$ cat config.mk
export PLATFORM = sky130hd
export DESIGN_NAME = rmq_front
export DESIGN_NICKNAME = d
export VERILOG_FILES = /design/src/design/rmq_pkg.sv /design/src/design/rmq_front.sv
export SDC_FILE = /design/constraint.sdc
export NUM_CORES = 1
export LEC_CHECK = 0
export ABC_AREA = 1
export ABC_CLOCK_PERIOD_IN_PS = 3250
export BUFFER_PORTS_ARGS = -buffer_cell sky130_fd_sc_hd__buf_2
export CAP_MARGIN = 20
export CORE_UTILIZATION = 35
export DETAILED_ROUTE_END_ITERATION = 8
export PLACE_DENSITY_LB_ADDON = 0.1
export SLEW_MARGIN = 40
export SYNTH_ARGS = -nofsm -noshare
export SYNTH_HDL_FRONTEND = slang
export SYNTH_SLANG_ARGS = --single-unit
$ cat constraint.sdc
create_clock -name clock -period 3.25 [get_ports clock]
set_input_delay 0.325 -clock clock [delete_from_list [all_inputs] [get_ports clock]]
set_output_delay 0.325 -clock clock [all_outputs]
set_load 0.01 [all_outputs]
$ cat src/design/rmq_pkg.sv
package rmq_pkg;

   localparam int WORD_BITS = 16;
   localparam int FRAC      = WORD_BITS - 2;
   localparam int NUM_W     = WORD_BITS + 1;
   localparam int RAD_W     = WORD_BITS + 1;
   localparam int SQX_W     = 2 * WORD_BITS;
   localparam int ROOT_W    = WORD_BITS;
   localparam int SREM_W    = ROOT_W + 2;
   localparam int DVD_W     = NUM_W + FRAC;
   localparam int DVS_W     = ROOT_W + 1;
   localparam int QUO_W     = DVD_W;
   localparam int LANES     = 4;

   localparam logic [1:0] SLOT_REAL = 2'd0;
   localparam logic [1:0] SLOT_X    = 2'd1;
   localparam logic [1:0] SLOT_Y    = 2'd2;
   localparam logic [1:0] SLOT_Z    = 2'd3;

   localparam logic [WORD_BITS-1:0] ONE_Q  = {2'b01, {FRAC{1'b0}}};
   localparam logic [WORD_BITS-1:0] SMAX_Q = {1'b0, {(WORD_BITS-1){1'b1}}};
   localparam logic [WORD_BITS-1:0] SMIN_Q = {1'b1, {(WORD_BITS-1){1'b0}}};

   typedef logic signed [NUM_W-1:0] num_type;

   typedef struct packed {
      num_type [LANES-1:0] num;
      logic [1:0]          axis;
   } side_type;

endpackage

$ cat src/design/rmq_front.sv
module rmq_front
   import rmq_pkg::*;
(
   input  logic                        clock,
   input  logic                        reset,
   input  logic                        en,
   input  logic                        in_valid,
   input  logic signed [WORD_BITS-1:0] m11,
   input  logic signed [WORD_BITS-1:0] m12,
   input  logic signed [WORD_BITS-1:0] m13,
   input  logic signed [WORD_BITS-1:0] m21,
   input  logic signed [WORD_BITS-1:0] m22,
   input  logic signed [WORD_BITS-1:0] m23,
   input  logic signed [WORD_BITS-1:0] m31,
   input  logic signed [WORD_BITS-1:0] m32,
   input  logic signed [WORD_BITS-1:0] m33,
   output logic                        out_valid,
   output logic [SQX_W-1:0]            out_x,
   output side_type                    out_side
);

   logic                    valid_ff;
   logic [SQX_W-1:0]        x_ff;
   side_type                side_ff;
   logic [SQX_W-1:0]        x_in;
   side_type                side_in;
   logic signed [RAD_W:0]   rad;
   logic signed [RAD_W:0]   d11, d22, d33, one_w;

   function automatic num_type nsum(input logic signed [WORD_BITS-1:0] a,
                                    input logic signed [WORD_BITS-1:0] b,
                                    input logic sub);
      num_type ea, eb;
      ea = {a[WORD_BITS-1], a};
      eb = {b[WORD_BITS-1], b};
      return sub ? ea - eb : ea + eb;
   endfunction

   always_comb begin
      d11   = {{2{m11[WORD_BITS-1]}}, m11};
      d22   = {{2{m22[WORD_BITS-1]}}, m22};
      d33   = {{2{m33[WORD_BITS-1]}}, m33};
      one_w = {2'b00, ONE_Q};
      side_in.num[SLOT_X] = nsum(m12, m21, 1'b0);
      side_in.num[SLOT_Y] = nsum(m12, m21, 1'b0);
      side_in.num[SLOT_Z] = nsum(m31, m13, 1'b0);
      priority if (m11 > m22 && m11 > m33) begin
         side_in.axis           = SLOT_X;
         rad                    = one_w + d11 - d22 - d33;
         side_in.num[SLOT_REAL] = nsum(m32, m23, 1'b1);
      end else if (m22 > m11 && m22 > m33) begin
         side_in.axis           = SLOT_Y;
         rad                    = one_w + d22 - d33 - d11;
         side_in.num[SLOT_REAL] = nsum(m13, m31, 1'b1);
         side_in.num[SLOT_Z]    = nsum(m23, m32, 1'b0);
      end else begin
         side_in.axis           = SLOT_Z;
         rad                    = one_w + d33 - d11 - d22;
         side_in.num[SLOT_REAL] = nsum(m21, m12, 1'b1);
         side_in.num[SLOT_X]    = nsum(m31, m13, 1'b0);
         side_in.num[SLOT_Y]    = nsum(m23, m32, 1'b0);
      end
      if (rad[RAD_W]) begin
         x_in = '0;
      end else begin
         x_in = {1'b0, rad[RAD_W-1:0], {FRAC{1'b0}}};
      end
   end

   always_ff @(posedge clock) begin
      if (reset) begin
         valid_ff <= 1'b0;
      end else if (en) begin
         valid_ff <= in_valid;
      end
      if (en) begin
         x_ff    <= x_in;
         side_ff <= side_in;
      end
   end

   assign out_valid = valid_ff;
   assign out_x     = x_ff;
   assign out_side  = side_ff;

endmodule

==> reports/qor.yml <==
max_cap_viol_count: 0
globalRouteMet3Util_pct: 2.69
detailed_placement_wirelength_estimate_um: 43100
via_per_inst: 4.75
synth_top_cell_by_area: "sky130_fd_sc_hd__ha_1"
initialDrtViolationCount: 765
worst_setup_path_start_kind: "input port"
min_period_over_period_pct: 92.3
critPathMaxFanout: 17
worst_skew_pair.late_latency_ns: 0.35
drcViolationCount: 0
cts_tree: "yes"
ctsHoldBuffers: 0
clk_slew_on_worst_s_h_paths_ns: 0.07
die-area_um2: 43200
maximum_number_of_pins_on_one_net_before_global_route_repair: 56
cts_num_sinks: 88
yosys_most_used_dff: "sky130_fd_sc_hd__edfxtp_1"
finalWirelength_um: 49500
grt_pass1_wl_um: 77400
globalRouteTotalUtil_pct: 23.1
synth_sequential_area_ratio_pct: 17.8
critical_path.endpoint_type: "flop"
grt_busiest_layer: "met1"
synth.ff_latch_count: 88
starting_utilization_of_the_core_area_pct: 35.4
ys_top_cells_by_count: "420 x sky130_fd_sc_hd__nand2_1, 348 x sky130_fd_sc_hd__inv_1, 279 x sky130_fd_sc_hd__ha_1"
post_route_cells_drive_above_1_share_pct: 18.7
cts-root-buf: "sky130_fd_sc_hd__clkbuf_16"
report.final.hold_viol_count: 0
die_x_um: 208
synth-warning-count: 0
top_ports: 251
cts_buffer_depth: 2
use_met1_pct: 35.3
design_area_um2: 17900
vdd_ir_drop_max_v: 0.000259
synth_top_area_share_pct: 23.6
synth_to_layout_area_growth_pct: 20.7
drtAntennaViolNets: 0
die_height_um: 208
setup_viol_count_final: 0
maxSlewViolCount: 0
fp-row-count: 75
setup-tns-final_ns: 0
met2_usage_pct: 35.2
post-synth-top-count-cell: "sky130_fd_sc_hd__nand2_1"
post_synth_inst_count: 2006
number_of_antenna_violations_at_the_first_check_in_global_routing: 4
design.final.nets: 2841
multi_input_area_um2: 10600
rsz0062_at_grt: "no"
crit_type: "input port to flop"
synth_enable_flop_cells: 87
cellPowerDensity_nw_per_um2: 439
io_buffer_count: 235
layout_min_cycle_time_ns: 3.00
static_leakage_power_nw: 9.85
maximum_level_of_the_cts_h_tree: 3
utilization_pct: 42.7
synthesis.area_um2: 14800
arrival_ns: 3.10
synthDistinctLibCells: 50
cts_resized: 0
globalRouteOverflowTotal: 0
layoutNonFillerInstCount: 2903
final-seq-area_um2: 2630
ys_top_cells_by_area: "sky130_fd_sc_hd__ha_1 24%, sky130_fd_sc_hd__edfxtp_1 18%, sky130_fd_sc_hd__nand2_1 11%, sky130_fd_sc_hd__inv_1 8.8%, sky130_fd_sc_hd__fa_1 7.7%"
worst-endpoint-required_ns: 3.36
routabilityCongestion: 0.926
run_status: "finished clean"
synth_async_sr_flop_share_pct: 0
least_margin_pin_slew_ns: 0.755
detailed_route_via_count: 13800
dpl-instance-area_um2: 17600
hold_crit_path_type: "input port to flop"
routed_wire_length_per_instance_um: 17.1
max_freq_mhz: 333
fin_worst_skew_ns: 0
numCtsBuffers: 9
synthesis.area_per_instance_um2: 7.39
floorplan.core_area_um2: 41900
numPlacedInstances: 2885
grt_pass1_vias: 13800
slew_headroom_pct: 49.7
dr.pass1.iters: 5
layout.filler_cells: 4443
number_of_buffers_added_for_setup_after_cts: 0
==> routing by layer <==
metal  wire length (um)  part of all wire [%]  vias to the layer above
met5                 21                 0.042                        -
met1              26400                    53                     6403
met2              20600                    42                      292
met3               2110                   4.3                       19
met4                354                  0.72                        4
li1                   -                     -                     7072
==> metrics by stage <==
step                total power (W)  hold slack, ns  setup WS (ns)
floorplan                   0.00467           0.397          0.277
global placement            0.00675           0.472        -0.0595
detailed placement          0.00674           0.496         -0.140
CTS                         0.00790           0.111          0.226
global route                0.00853           0.111         0.0228
finish                      0.00785           0.126          0.251
==> layout make-up <==
class,instances,area share [%]
Antenna cell,2,0.0280
Inverter,354,7.43
Multi-Input combinational cell,1514,59.0
Tap cell,539,3.77
Timing Repair Buffer,390,13.4
Sequential cell,88,14.7
Clock buffer,9,1.26
Clock inverter,7,0.434
==> sequential cells by signal (all words and copies together) (netlist names) <==
name       count
out_side      70
out_valid      1
out_x         17
==> cells by family after synthesis <==
group / Yosys count / synth area share [%]
flip-flops: 88 / 17.8
adder cells (fa/ha/maj): 336 / 31.3
buffers and inverters: 418 / 11.4
XOR/XNOR: 104 / 6.15
multiplexers: 5 / 0.338
AO/OA/AOI/OAI: 302 / 11.8
AND/OR/NAND/NOR: 752 / 21.3
other: 1 / 0.0253
==> worst paths after layout <==
kind              depth (start not counted)         to  startpoint  slack (ns)
hold / removal                            2  out_valid       reset        0.13
hold reg to reg                           2  out_valid   out_valid        0.51
setup / recovery                         16  out_x[17]     m22[13]        0.25
setup reg to reg                          2  out_valid   out_valid        2.67
==> layout by cell type (no fill, tap or decap), drive strengths merged, types with 21 or more instances in the layout <==
master / Yosys / final
nand2: 425 / 425
buf: 35 / 390
inv: 354 / 357
ha: 279 / 279
nor2: 174 / 174
a21oi: 130 / 130
nand3: 101 / 101
xor2: 87 / 87
edfxtp: 87 / 87
o21ai: 79 / 79
fa: 57 / 57
o21bai: 27 / 27
nor3: 21 / 21
==> power by group <==
| part | internal [W] | switching, W |
|---|---|---|
| clock | 0.000605 | 0.000503 |
| sequential | 0.00165 | 0.000140 |
| combinational | 0.00199 | 0.00297 |
==> worst max-delay path: stages <==
cell                      delay (ns)
sky130_fd_sc_hd__buf_2          0.11
sky130_fd_sc_hd__inv_1          0.08
sky130_fd_sc_hd__fa_1           0.45
sky130_fd_sc_hd__fa_1           0.53
sky130_fd_sc_hd__inv_1          0.05
sky130_fd_sc_hd__ha_1           0.33
sky130_fd_sc_hd__nand2_1        0.10
sky130_fd_sc_hd__nor3_1         0.25
sky130_fd_sc_hd__inv_1          0.07
sky130_fd_sc_hd__nor2_1         0.10
sky130_fd_sc_hd__nor2_1         0.04
sky130_fd_sc_hd__nand2_1        0.06
sky130_fd_sc_hd__xnor2_1        0.14
sky130_fd_sc_hd__nand2_2        0.09
sky130_fd_sc_hd__nand3_4        0.26
sky130_fd_sc_hd__nor2_1         0.09
(Power assumes the default switching activity.)
