File: config.mk
export PLATFORM = sky130hd
export DESIGN_NAME = rmq_sqrt
export DESIGN_NICKNAME = d
export VERILOG_FILES = /design/src/design/rmq_pkg.sv /design/src/design/rmq_sqrt.sv
export SDC_FILE = /design/constraint.sdc
export NUM_CORES = 1
export LEC_CHECK = 0
export BUFFER_PORTS_ARGS = -buffer_cell sky130_fd_sc_hd__buf_2
export CAP_MARGIN = 25
export CORE_MARGIN = 2
export CORE_UTILIZATION = 40
export DETAILED_ROUTE_END_ITERATION = 12
export GPL_TIMING_DRIVEN = 0
export SYNTH_ARGS = -nofsm -noshare
export SYNTH_HDL_FRONTEND = slang
export SYNTH_SLANG_ARGS = --single-unit
File: constraint.sdc
create_clock -name clock -period 7.9 [get_ports clock]
set_input_delay 0 -clock clock [delete_from_list [all_inputs] [get_ports clock]]
set_output_delay 0 -clock clock [all_outputs]
set_load 0.03 [all_outputs]
File: src/design/rmq_pkg.sv
package rmq_pkg;

   localparam int WORD_BITS = 16;
   localparam int FRAC      = WORD_BITS - 2;
   localparam int NUM_W     = WORD_BITS + 1;
   localparam int RAD_W     = WORD_BITS + 1;
   localparam int SQX_W     = 2 * WORD_BITS;
   localparam int ROOT_W    = WORD_BITS;
   localparam int SREM_W    = ROOT_W + 2;
   localparam int DVD_W     = NUM_W + FRAC;
   localparam int DVS_W     = ROOT_W + 1;
   localparam int QUO_W     = DVD_W;
   localparam int LANES     = 4;

   localparam logic [1:0] SLOT_REAL = 2'd0;
   localparam logic [1:0] SLOT_X    = 2'd1;
   localparam logic [1:0] SLOT_Y    = 2'd2;
   localparam logic [1:0] SLOT_Z    = 2'd3;

   localparam logic [WORD_BITS-1:0] ONE_Q  = {2'b01, {FRAC{1'b0}}};
   localparam logic [WORD_BITS-1:0] SMAX_Q = {1'b0, {(WORD_BITS-1){1'b1}}};
   localparam logic [WORD_BITS-1:0] SMIN_Q = {1'b1, {(WORD_BITS-1){1'b0}}};

   typedef logic signed [NUM_W-1:0] num_type;

   typedef struct packed {
      num_type [LANES-1:0] num;
      logic [1:0]          axis;
   } side_type;

endpackage

File: src/design/rmq_sqrt.sv
module rmq_sqrt
   import rmq_pkg::*;
(
   input  logic              clock,
   input  logic              reset,
   input  logic              en,
   input  logic              in_valid,
   input  logic [SQX_W-1:0]  in_x,
   input  side_type          in_side,
   output logic              out_valid,
   output logic [ROOT_W-1:0] out_root,
   output side_type          out_side
);

   logic              v_ff    [ROOT_W];
   logic [SQX_W-1:0]  x_ff    [ROOT_W];
   logic [SREM_W-1:0] rem_ff  [ROOT_W];
   logic [ROOT_W-1:0] root_ff [ROOT_W];
   side_type          side_ff [ROOT_W];

   for (genvar g = 0; g < ROOT_W; g++) begin : g_stage
      logic              pv;
      logic [SQX_W-1:0]  px;
      logic [SREM_W-1:0] prem, t, trial;
      logic [ROOT_W-1:0] proot;
      side_type          pside;
      logic              ge;

      if (g == 0) begin : g_first
         assign pv    = in_valid;
         assign px    = in_x;
         assign prem  = '0;
         assign proot = '0;
         assign pside = in_side;
      end else begin : g_next
         assign pv    = v_ff[g-1];
         assign px    = x_ff[g-1];
         assign prem  = rem_ff[g-1];
         assign proot = root_ff[g-1];
         assign pside = side_ff[g-1];
      end

      assign t     = {prem[SREM_W-3:0], px[SQX_W-1 -: 2]};
      assign trial = {proot, 2'b01};
      assign ge    = (t >= trial);

      always_ff @(posedge clock) begin
         if (reset) begin
            v_ff[g] <= 1'b0;
         end else if (en) begin
            v_ff[g] <= pv;
         end
         if (en) begin
            x_ff[g]    <= {px[SQX_W-3:0], 2'b00};
            rem_ff[g]  <= ge ? t - trial : t;
            root_ff[g] <= {proot[ROOT_W-2:0], ge};
            side_ff[g] <= pside;
         end
      end
   end

   assign out_valid = v_ff[ROOT_W-1];
   assign out_root  = root_ff[ROOT_W-1];
   assign out_side  = side_ff[ROOT_W-1];

endmodule

==> impl_metrics.env, run 1 <==
export IMPL_start_util_pct=40.38
export IMPL_path_cells="dlygate4sd3_1, buf_12, buf_16, buf_16, nor2b_1, clkbuf_1, and2_1, dlygate4sd3_1"
export IMPL_nFillCells=12550
export IMPL_synth_avg_cell_area_um2=19.70
export IMPL_worst_ir_drop_vdd_mv=0.2032
export IMPL_rr_worst_depth=8
export IMPL_multiInputGateArea_um2=8618
export IMPL_holdPathEnd="v_ff[1][5]$_DFFE_PP_"
export IMPL_grt_max_degree=184
export IMPL_antenna_cells=0
export IMPL_wl_per_cell_um=14.19
export IMPL_ys_ff_latch=1736
export IMPL_antenna_left=0
export IMPL_firstDrtPassIters=5
export IMPL_hp_class="in2reg"
export IMPL_root_buffer="clkbuf_16"
export IMPL_yosysSeqAreaShare_pct=84.69
export IMPL_drive_gt1_share_pct=14.27
export IMPL_status="finished clean"
export IMPL_synthDistinctLibCells=79
export IMPL_netlist_area_um2=61550
export IMPL_synthFlopType="edfxtp_1"
export IMPL_grt_met2_usage_pct=17.36
export IMPL_remaining_drc_errors=0
export IMPL_ios=193
export IMPL_hold_start="reset"
export IMPL_crit_path_end_kind="register"
export IMPL_grt_antenna_before_repair=4
export IMPL_grt_pass1_wl_um=136000
export IMPL_tightest_slew_ns=0.9870
export IMPL_final_util_pct=48.02
export IMPL_period_minus_slack_ns=3.436
export IMPL_area_growth_pct=18.93
export IMPL_post_cts_repair_setup_buffers=0
export IMPL_reg2reg_setup_slack_ns=4.80
export IMPL_post_route_period_util_pct=43.49
export IMPL_portBuffers=192
export IMPL_die_w_um=396.3
export IMPL_tns_ns=0
export IMPL_crit_path_max_fanout=180
export IMPL_placed_cells=5357
export IMPL_regArea_um2=52130
export IMPL_start_kind="input port"
export IMPL_drtIter0Drc=1774
export IMPL_hold_violations=0
export IMPL_place_area_um2=65340
export IMPL_via_per_inst=4.567
export IMPL_powerDensity_nw_per_um2=286.4
export IMPL_fin_total_pwr_mw=20.96
export IMPL_met1_usage_pct=13.39
export IMPL_clk_pin_slew_ns=0.06
export IMPL_drv_slew=0
export IMPL_timing_fmax_mhz=291.0
export IMPL_cp_arrival_ns=4.09
export IMPL_wirelength_um=83590
export IMPL_die_y_um=396.3
export IMPL_crit_path_max_incr_delay_ns=0.59
export IMPL_cap_violations=0
export IMPL_clockBufferDepth=3
export IMPL_setup_viol=0
export IMPL_required_ns=8.55
export IMPL_core_um2=152400
export IMPL_crit_type="in2reg"
export IMPL_grt_pass1_vias=27160
export IMPL_cts_num_sinks=1736
export IMPL_rsz0062_at_grt="no"
export IMPL_clk_latency_ns=0.77
export IMPL_synth_edf_count=1736
export IMPL_place_congestion=0.8635
export IMPL_skew_ns=0.03402
export IMPL_track_usage_pct=10.66
export IMPL_yosys_warnings=0
export IMPL_fin_cells=5890
export IMPL_dieArea_um2=157000
export IMPL_via_count=26900
export IMPL_final_cell_area_um2=73200
export IMPL_dp_hpwl_um=47850
export IMPL_cts_tree="done"
export IMPL_nets=3974
export IMPL_fp_row_count=143
export IMPL_busiest_layer="met2"
export IMPL_r2r_start="rem_ff[6][0]$_DFFE_PP_"
export IMPL_overflow=0
export IMPL_synth_net_count=3383
export IMPL_holdPathStages=4
export IMPL_crit_slowest_cell="buf_16"
export IMPL_async_reset_ff_share_pct=0
export IMPL_relSlewSlack_pct=34.20
export IMPL_p_leak_nw=26.43
export IMPL_grt_use_met3_pct=2.657
export IMPL_netlist_instances=3125
export IMPL_htree_levels=4
export IMPL_worst_r2r_endpoint="rem_ff[6][31]$_DFFE_PP_"
export IMPL_cts_made_buffers=177
[layer usage]
layer	up-vias	share of wire, %
met1	13010	44
met2	469	48
met5	-	0
met4	0	3.5
met3	209	4.3
li1	13220	-
[worst max path at each step]
| stage | startpoint | to | slack [ns] | cells after the start |
|---|---|---|---|---|
| CTS | en | v_ff[0][0]$_DFFE_PP_ | 4.56 | 8 |
| global placement | en | v_ff[0][0]$_DFFE_PP_ | -21.22 | 2 |
| global route | en | v_ff[0][0]$_DFFE_PP_ | 4.18 | 8 |
| finish | en | v_ff[0][0]$_DFFE_PP_ | 4.46 | 8 |
| floorplan | rem_ff[6][18]$_DFFE_PP_ | rem_ff[7][10]$_DFFE_PP_ | 5.28 | 9 |
| detailed placement | en | side_ff[1][534]$_DFFE_PP_ | 4.66 | 4 |
[cell families (layout without fill, tap and decap cells)]
group | count (synthesis) | in the layout | synth area share [%]
flip-flops | 1736 | 1736 | 84.69
other | 1 | 1 | 0.006092
multiplexers | 62 | 62 | 1.169
buffers and inverters | 202 | 937 | 1.307
AND/OR/NAND/NOR | 471 | 471 | 3.862
AO/OA/AOI/OAI | 348 | 348 | 3.698
XOR/XNOR | 153 | 153 | 2.177
adder cells (fa/ha/maj) | 152 | 152 | 3.090
[report_power, final]
| part | leakage (nW) | internal, mW | switching, mW | total, mW |
|---|---|---|---|---|
| Clock | 2.78 | 4.67 | 3.37 | 8.04 |
| Sequential | 16.9 | 11.0 | 0.258 | 11.3 |
| Combinational | 6.76 | 0.751 | 0.905 | 1.66 |
[synth_stat cells, drive strengths merged (3+ instances only)]
| master | n | share of area (%) |
|---|---|---|
| o211ai | 9 | 0.11 |
| a21oi | 106 | 0.87 |
| or4 | 12 | 0.15 |
| ha | 152 | 3.1 |
| a21boi | 5 | 0.061 |
| or2 | 9 | 0.091 |
| o31ai | 6 | 0.073 |
| a41oi | 3 | 0.043 |
| a211oi | 7 | 0.085 |
| a31o | 5 | 0.071 |
| nand3b | 8 | 0.098 |
| nand4b | 3 | 0.043 |
| o41ai | 3 | 0.067 |
| mux2 | 58 | 1.1 |
| a31oi | 9 | 0.12 |
| and2 | 26 | 0.26 |
| or3 | 19 | 0.21 |
| o21ai | 74 | 0.63 |
| nor2b | 22 | 0.22 |
| and4 | 5 | 0.071 |
| a2111o | 3 | 0.055 |
| clkbuf | 8 | 0.049 |
| inv | 178 | 1.1 |
| edfxtp | 1736 | 85 |
| nor3 | 52 | 0.44 |
| o21bai | 3 | 0.037 |
| xor2 | 69 | 0.98 |
| mux2i | 4 | 0.065 |
| xnor2 | 84 | 1.2 |
| nand2b | 11 | 0.11 |
| nor4 | 17 | 0.18 |
| o21a | 46 | 0.56 |
| nand3 | 34 | 0.28 |
| nand4 | 14 | 0.14 |
| nor2 | 141 | 0.86 |
| nand2 | 86 | 0.53 |
| o31a | 4 | 0.059 |
| a21o | 41 | 0.50 |
| nor4b | 3 | 0.043 |
| buf | 15 | 0.17 |
| nor3b | 5 | 0.079 |
| a211o | 3 | 0.043 |
[per-stage QoR]
stage / hold WS (ns) / worst slack (ns)
finish: 0.2514 / 4.464
global route: 0.2114 / 4.183
CTS: 0.1619 / 4.557
detailed placement: 0.1781 / 4.656
global placement: 0.1759 / -21.22
floorplan: 0.09887 / 5.277
[cells in the final DEF (no fill, tap or decap), drive strengths merged, types with 4 or more instances in the layout]
cell	n
nand4	14
nor2	141
a211oi	7
or3	19
nand2	86
a21boi	5
bufinv	14
clkinvlp	7
nand3b	8
a21oi	106
and2	26
inv	182
mux2i	4
xnor2	84
o31a	4
dlygate4sd3	210
ha	152
a31o	5
a21o	41
nor3	52
nand2b	11
or2	9
mux2	58
o21a	46
nor2b	22
nor3b	5
edfxtp	1736
o21ai	74
a31oi	9
and4	5
o211ai	9
o31ai	6
clkbuf	223
xor2	69
or4	12
nor4	17
buf	217
nand3	34
clkinv	84
[area by class of cell]
type / instances / area share [%]
clock inverters: 108 / 1.531
plain buffers: 23 / 0.1812
multi-input cells: 1187 / 11.77
clock buffers: 215 / 6.333
inverters: 179 / 0.9179
well taps: 2030 / 3.470
flip-flops and latches: 1736 / 71.21
repair buffers: 412 / 4.581
[flip-flops by register name, summed over array words and instances, names as in the netlist]
| name | flops |
|---|---|
| v_ff | 16 |
| x_ff | 240 |
| rem_ff | 224 |
| side_ff | 1120 |
| root_ff | 136 |
[worst max-delay path: cells and delay by family]
kind | cells | cell delay (ns)
buf+inv | 6 | 3.05
simple gates | 2 | 0.55
[timing repair]
action	CTS	global route
gates resized for setup	0	0
hold buffers	210	0
hold endpoints to repair	272	0
No activity file was read; power rests on OpenSTA's default activity.
==> run 2: changes to the inputs <==
ABC_AREA = 1   (was not set)
clock period = 3 ns   (was 7.9 ns; I/O delays follow)
==> run 2 against run 1 <==
  * First-iteration DRC count is 20% higher
  * Cell area is 6.2% higher
  * Clock skew is 0.013 ns higher
  * Setup slack worse by 4.2 ns
  * Synthesized cell count is 43% higher
  * Wire length is 28% higher
  * Area after synthesis is 6.4% higher
  * Total power grew to 2.7 times the previous value
==> impl_metrics.env, run 2 <==
export IMPL_clk_pin_slew_ns=0.06
export IMPL_synthFlopType="edfxtp_1"
export IMPL_wirelength_um=106700
export IMPL_netlist_area_um2=65510
export IMPL_drv_slew=0
export IMPL_start_kind="input port"
export IMPL_period_minus_slack_ns=2.739
export IMPL_rsz0062_at_grt="no"
export IMPL_root_buffer="clkbuf_16"
export IMPL_layout_common_cells="1736 x edfxtp_1, 1035 x nand2_1, 609 x inv_1"
export IMPL_tns_ns=0
export IMPL_worst_r2r_endpoint="rem_ff[3][25]$_DFFE_PP_"
export IMPL_dieArea_um2=167000
export IMPL_fp_row_count=148
export IMPL_async_reset_ff_share_pct=0
export IMPL_track_usage_pct=12.85
export IMPL_required_ns=3.43
export IMPL_largest_reg_flops=1120
export IMPL_cp_endpoint="side_ff[0][556]$_DFFE_PP_"
export IMPL_netlist_instances=4461
export IMPL_firstDrtPassIters=6
export IMPL_yosys_warnings=0
export IMPL_ios=193
export IMPL_final_common_cell="edfxtp_1"
export IMPL_grt_antenna_before_repair=0
export IMPL_wl_per_cell_um=14.44
export IMPL_clk_latency_ns=0.80
export IMPL_regMostFlops="side_ff"
export IMPL_remaining_drc_errors=0
export IMPL_relSlewSlack_pct=34.13
export IMPL_synthDistinctLibCells=46
export IMPL_place_congestion=0.8361
export IMPL_tightest_slew_ns=0.9880
export IMPL_core_um2=162800
export IMPL_drtIter0Drc=2132
export IMPL_rr_worst_depth=10
export IMPL_overflow=0
export IMPL_cts_made_buffers=178
export IMPL_yosysTopAreaCell="edfxtp_1"
export IMPL_worst_ir_drop_vdd_mv=0.6033
export IMPL_timing_fmax_mhz=365.1
export IMPL_antenna_left=0
export IMPL_crit_type="in2reg"
export IMPL_die_w_um=408.7
export IMPL_grt_pass1_vias=32920
export IMPL_hold_violations=0
export IMPL_p_leak_nw=30.61
export IMPL_synth_avg_cell_area_um2=14.69
export IMPL_clockBufferDepth=3
export IMPL_setup_viol=0
export IMPL_synth_edf_count=1736
export IMPL_cts_num_sinks=1736
export IMPL_portBuffers=192
export IMPL_drive_gt1_share_pct=11.40
export IMPL_reg2reg_setup_slack_ns=0.57
export IMPL_via_per_inst=4.472
export IMPL_htree_levels=4
export IMPL_grt_pass1_wl_um=171100
export IMPL_reg_top3="side_ff x1120, x_ff x240, rem_ff x224"
export IMPL_post_cts_repair_setup_buffers=0
export IMPL_crit_path_start="en"
export IMPL_setup_slack_ns=0.2611
export IMPL_via_count=33030
export IMPL_grt_max_degree=179
export IMPL_r2r_start="root_ff[0][99]$_DFFE_PP_"
export IMPL_nets=5327
export IMPL_cp_arrival_ns=3.17
export IMPL_crit_path_end_kind="register"
export IMPL_ys_ff_latch=1736
export IMPL_post_route_period_util_pct=91.30
export IMPL_status="finished clean"
export IMPL_place_ws_ns=-1.303
export IMPL_area_growth_pct=18.69
export IMPL_start_util_pct=40.25
export IMPL_synth_top_area_share_pct=79.57
export IMPL_holdPathStages=5
export IMPL_skew_ns=0.04711
export IMPL_synthTopCellsByCount="1736 x edfxtp_1, 1035 x nand2_1, 609 x inv_1"
export IMPL_powerDensity_nw_per_um2=720.7
export IMPL_dp_hpwl_um=67150
export IMPL_nFillCells=13930
export IMPL_synth_area_leaders="edfxtp_1 80%, nand2_1 5.9%, inv_1 3.5%"
export IMPL_die_y_um=408.7
export IMPL_fin_total_pwr_mw=56.04
export IMPL_synth_net_count=4719
export IMPL_yosysSeqAreaShare_pct=79.57
export IMPL_cap_violations=0
export IMPL_cts_tree="done"
export IMPL_crit_path_max_fanout=135
export IMPL_yosysMostFrequentCell="edfxtp_1"
export IMPL_hp_class="in2reg"
## run 2: cell families (layout without fill, tap and decap cells)
logic type / after synthesis / after routing / synth area share [%]
adders and majority gates: 152 / 152 / 2.903
other: 1 / 2 / 0.005724
buffers and inverters: 642 / 1392 / 3.883
xor gates and xnor gates: 84 / 84 / 1.123
AOI/OAI and AO/OA: 192 / 192 / 1.707
and+or+nand+nor: 1654 / 1654 / 10.81
DFF: 1736 / 1736 / 79.57
## run 2: power by group
part           internal, mW  total (mW)  switching, mW
clock network          12.2        21.4           9.18
registers              28.9        29.5          0.681
logic                  1.80        5.12           3.32
## run 2: final cells by class
| type | count | area, um^2 | share of cell area, % |
|---|---|---|---|
| repair buffers | 428 | 3756 | 4.831 |
| inverters | 620 | 2330 | 2.996 |
| diodes | 1 | 2.502 | 0.003218 |
| clock buffers | 214 | 4611 | 5.930 |
| plain buffers | 22 | 214.0 | 0.2752 |
| flip-flops and latches | 1736 | 52130 | 67.04 |
| well taps | 2175 | 2721 | 3.500 |
| multi-input cells | 2083 | 10840 | 13.94 |
| clock inverters | 108 | 1151 | 1.480 |
## run 2: how the worst min path moves through the flow
stage	from	slack [ns]	end
global route	reset	0.26	v_ff[1][0]$_SDFFCE_PN0P_
CTS	en	-0.17	side_ff[1][134]$_DFFE_PP_
detailed placement	in_side[50]	0.18	side_ff[0][50]$_DFFE_PP_
global placement	in_side[25]	0.18	side_ff[0][25]$_DFFE_PP_
finish	reset	0.25	v_ff[1][0]$_SDFFCE_PN0P_
floorplan	in_side[0]	0.1	side_ff[0][0]$_DFFE_PP_
## run 2: critical path: stages
cell,delay [ns]
dlygate4sd3_1,0.58
buf_12,0.14
buf_16,0.13
buf_16,0.14
buf_16,0.35
buf_16,0.35
buf_16,0.47
bufbuf_16,0.60
## run 2: layer usage
layer  global-route usage (%)  wire length [um]  vias up
met5                        0                 0        -
met4                    5.083              3445        0
met3                    2.944              4659      210
met2                    20.76             49980      548
met1                    16.84             48590    15580
li1                         -                 -    16690
## run 2: stage by stage
step	cell area [um^2]	instances	utilization (%)	hold slack (ns)
2_1_floorplan	65510	4461	-	0.09887
3_3_place_gp	69200	6828	42.51	0.1766
3_5_place_dp	69510	6839	42.71	0.1781
4_1_cts	77660	7382	47.71	-0.1702
5_1_grt	77750	7386	47.77	0.2582
6_report	77760	7387	47.77	0.2544
## run 2: timing repair
item,CTS,global route
setup endpoints to repair,174,0
endpoints found under the hold margin,288,205
resized for setup,0,0
hold buffers,218,4
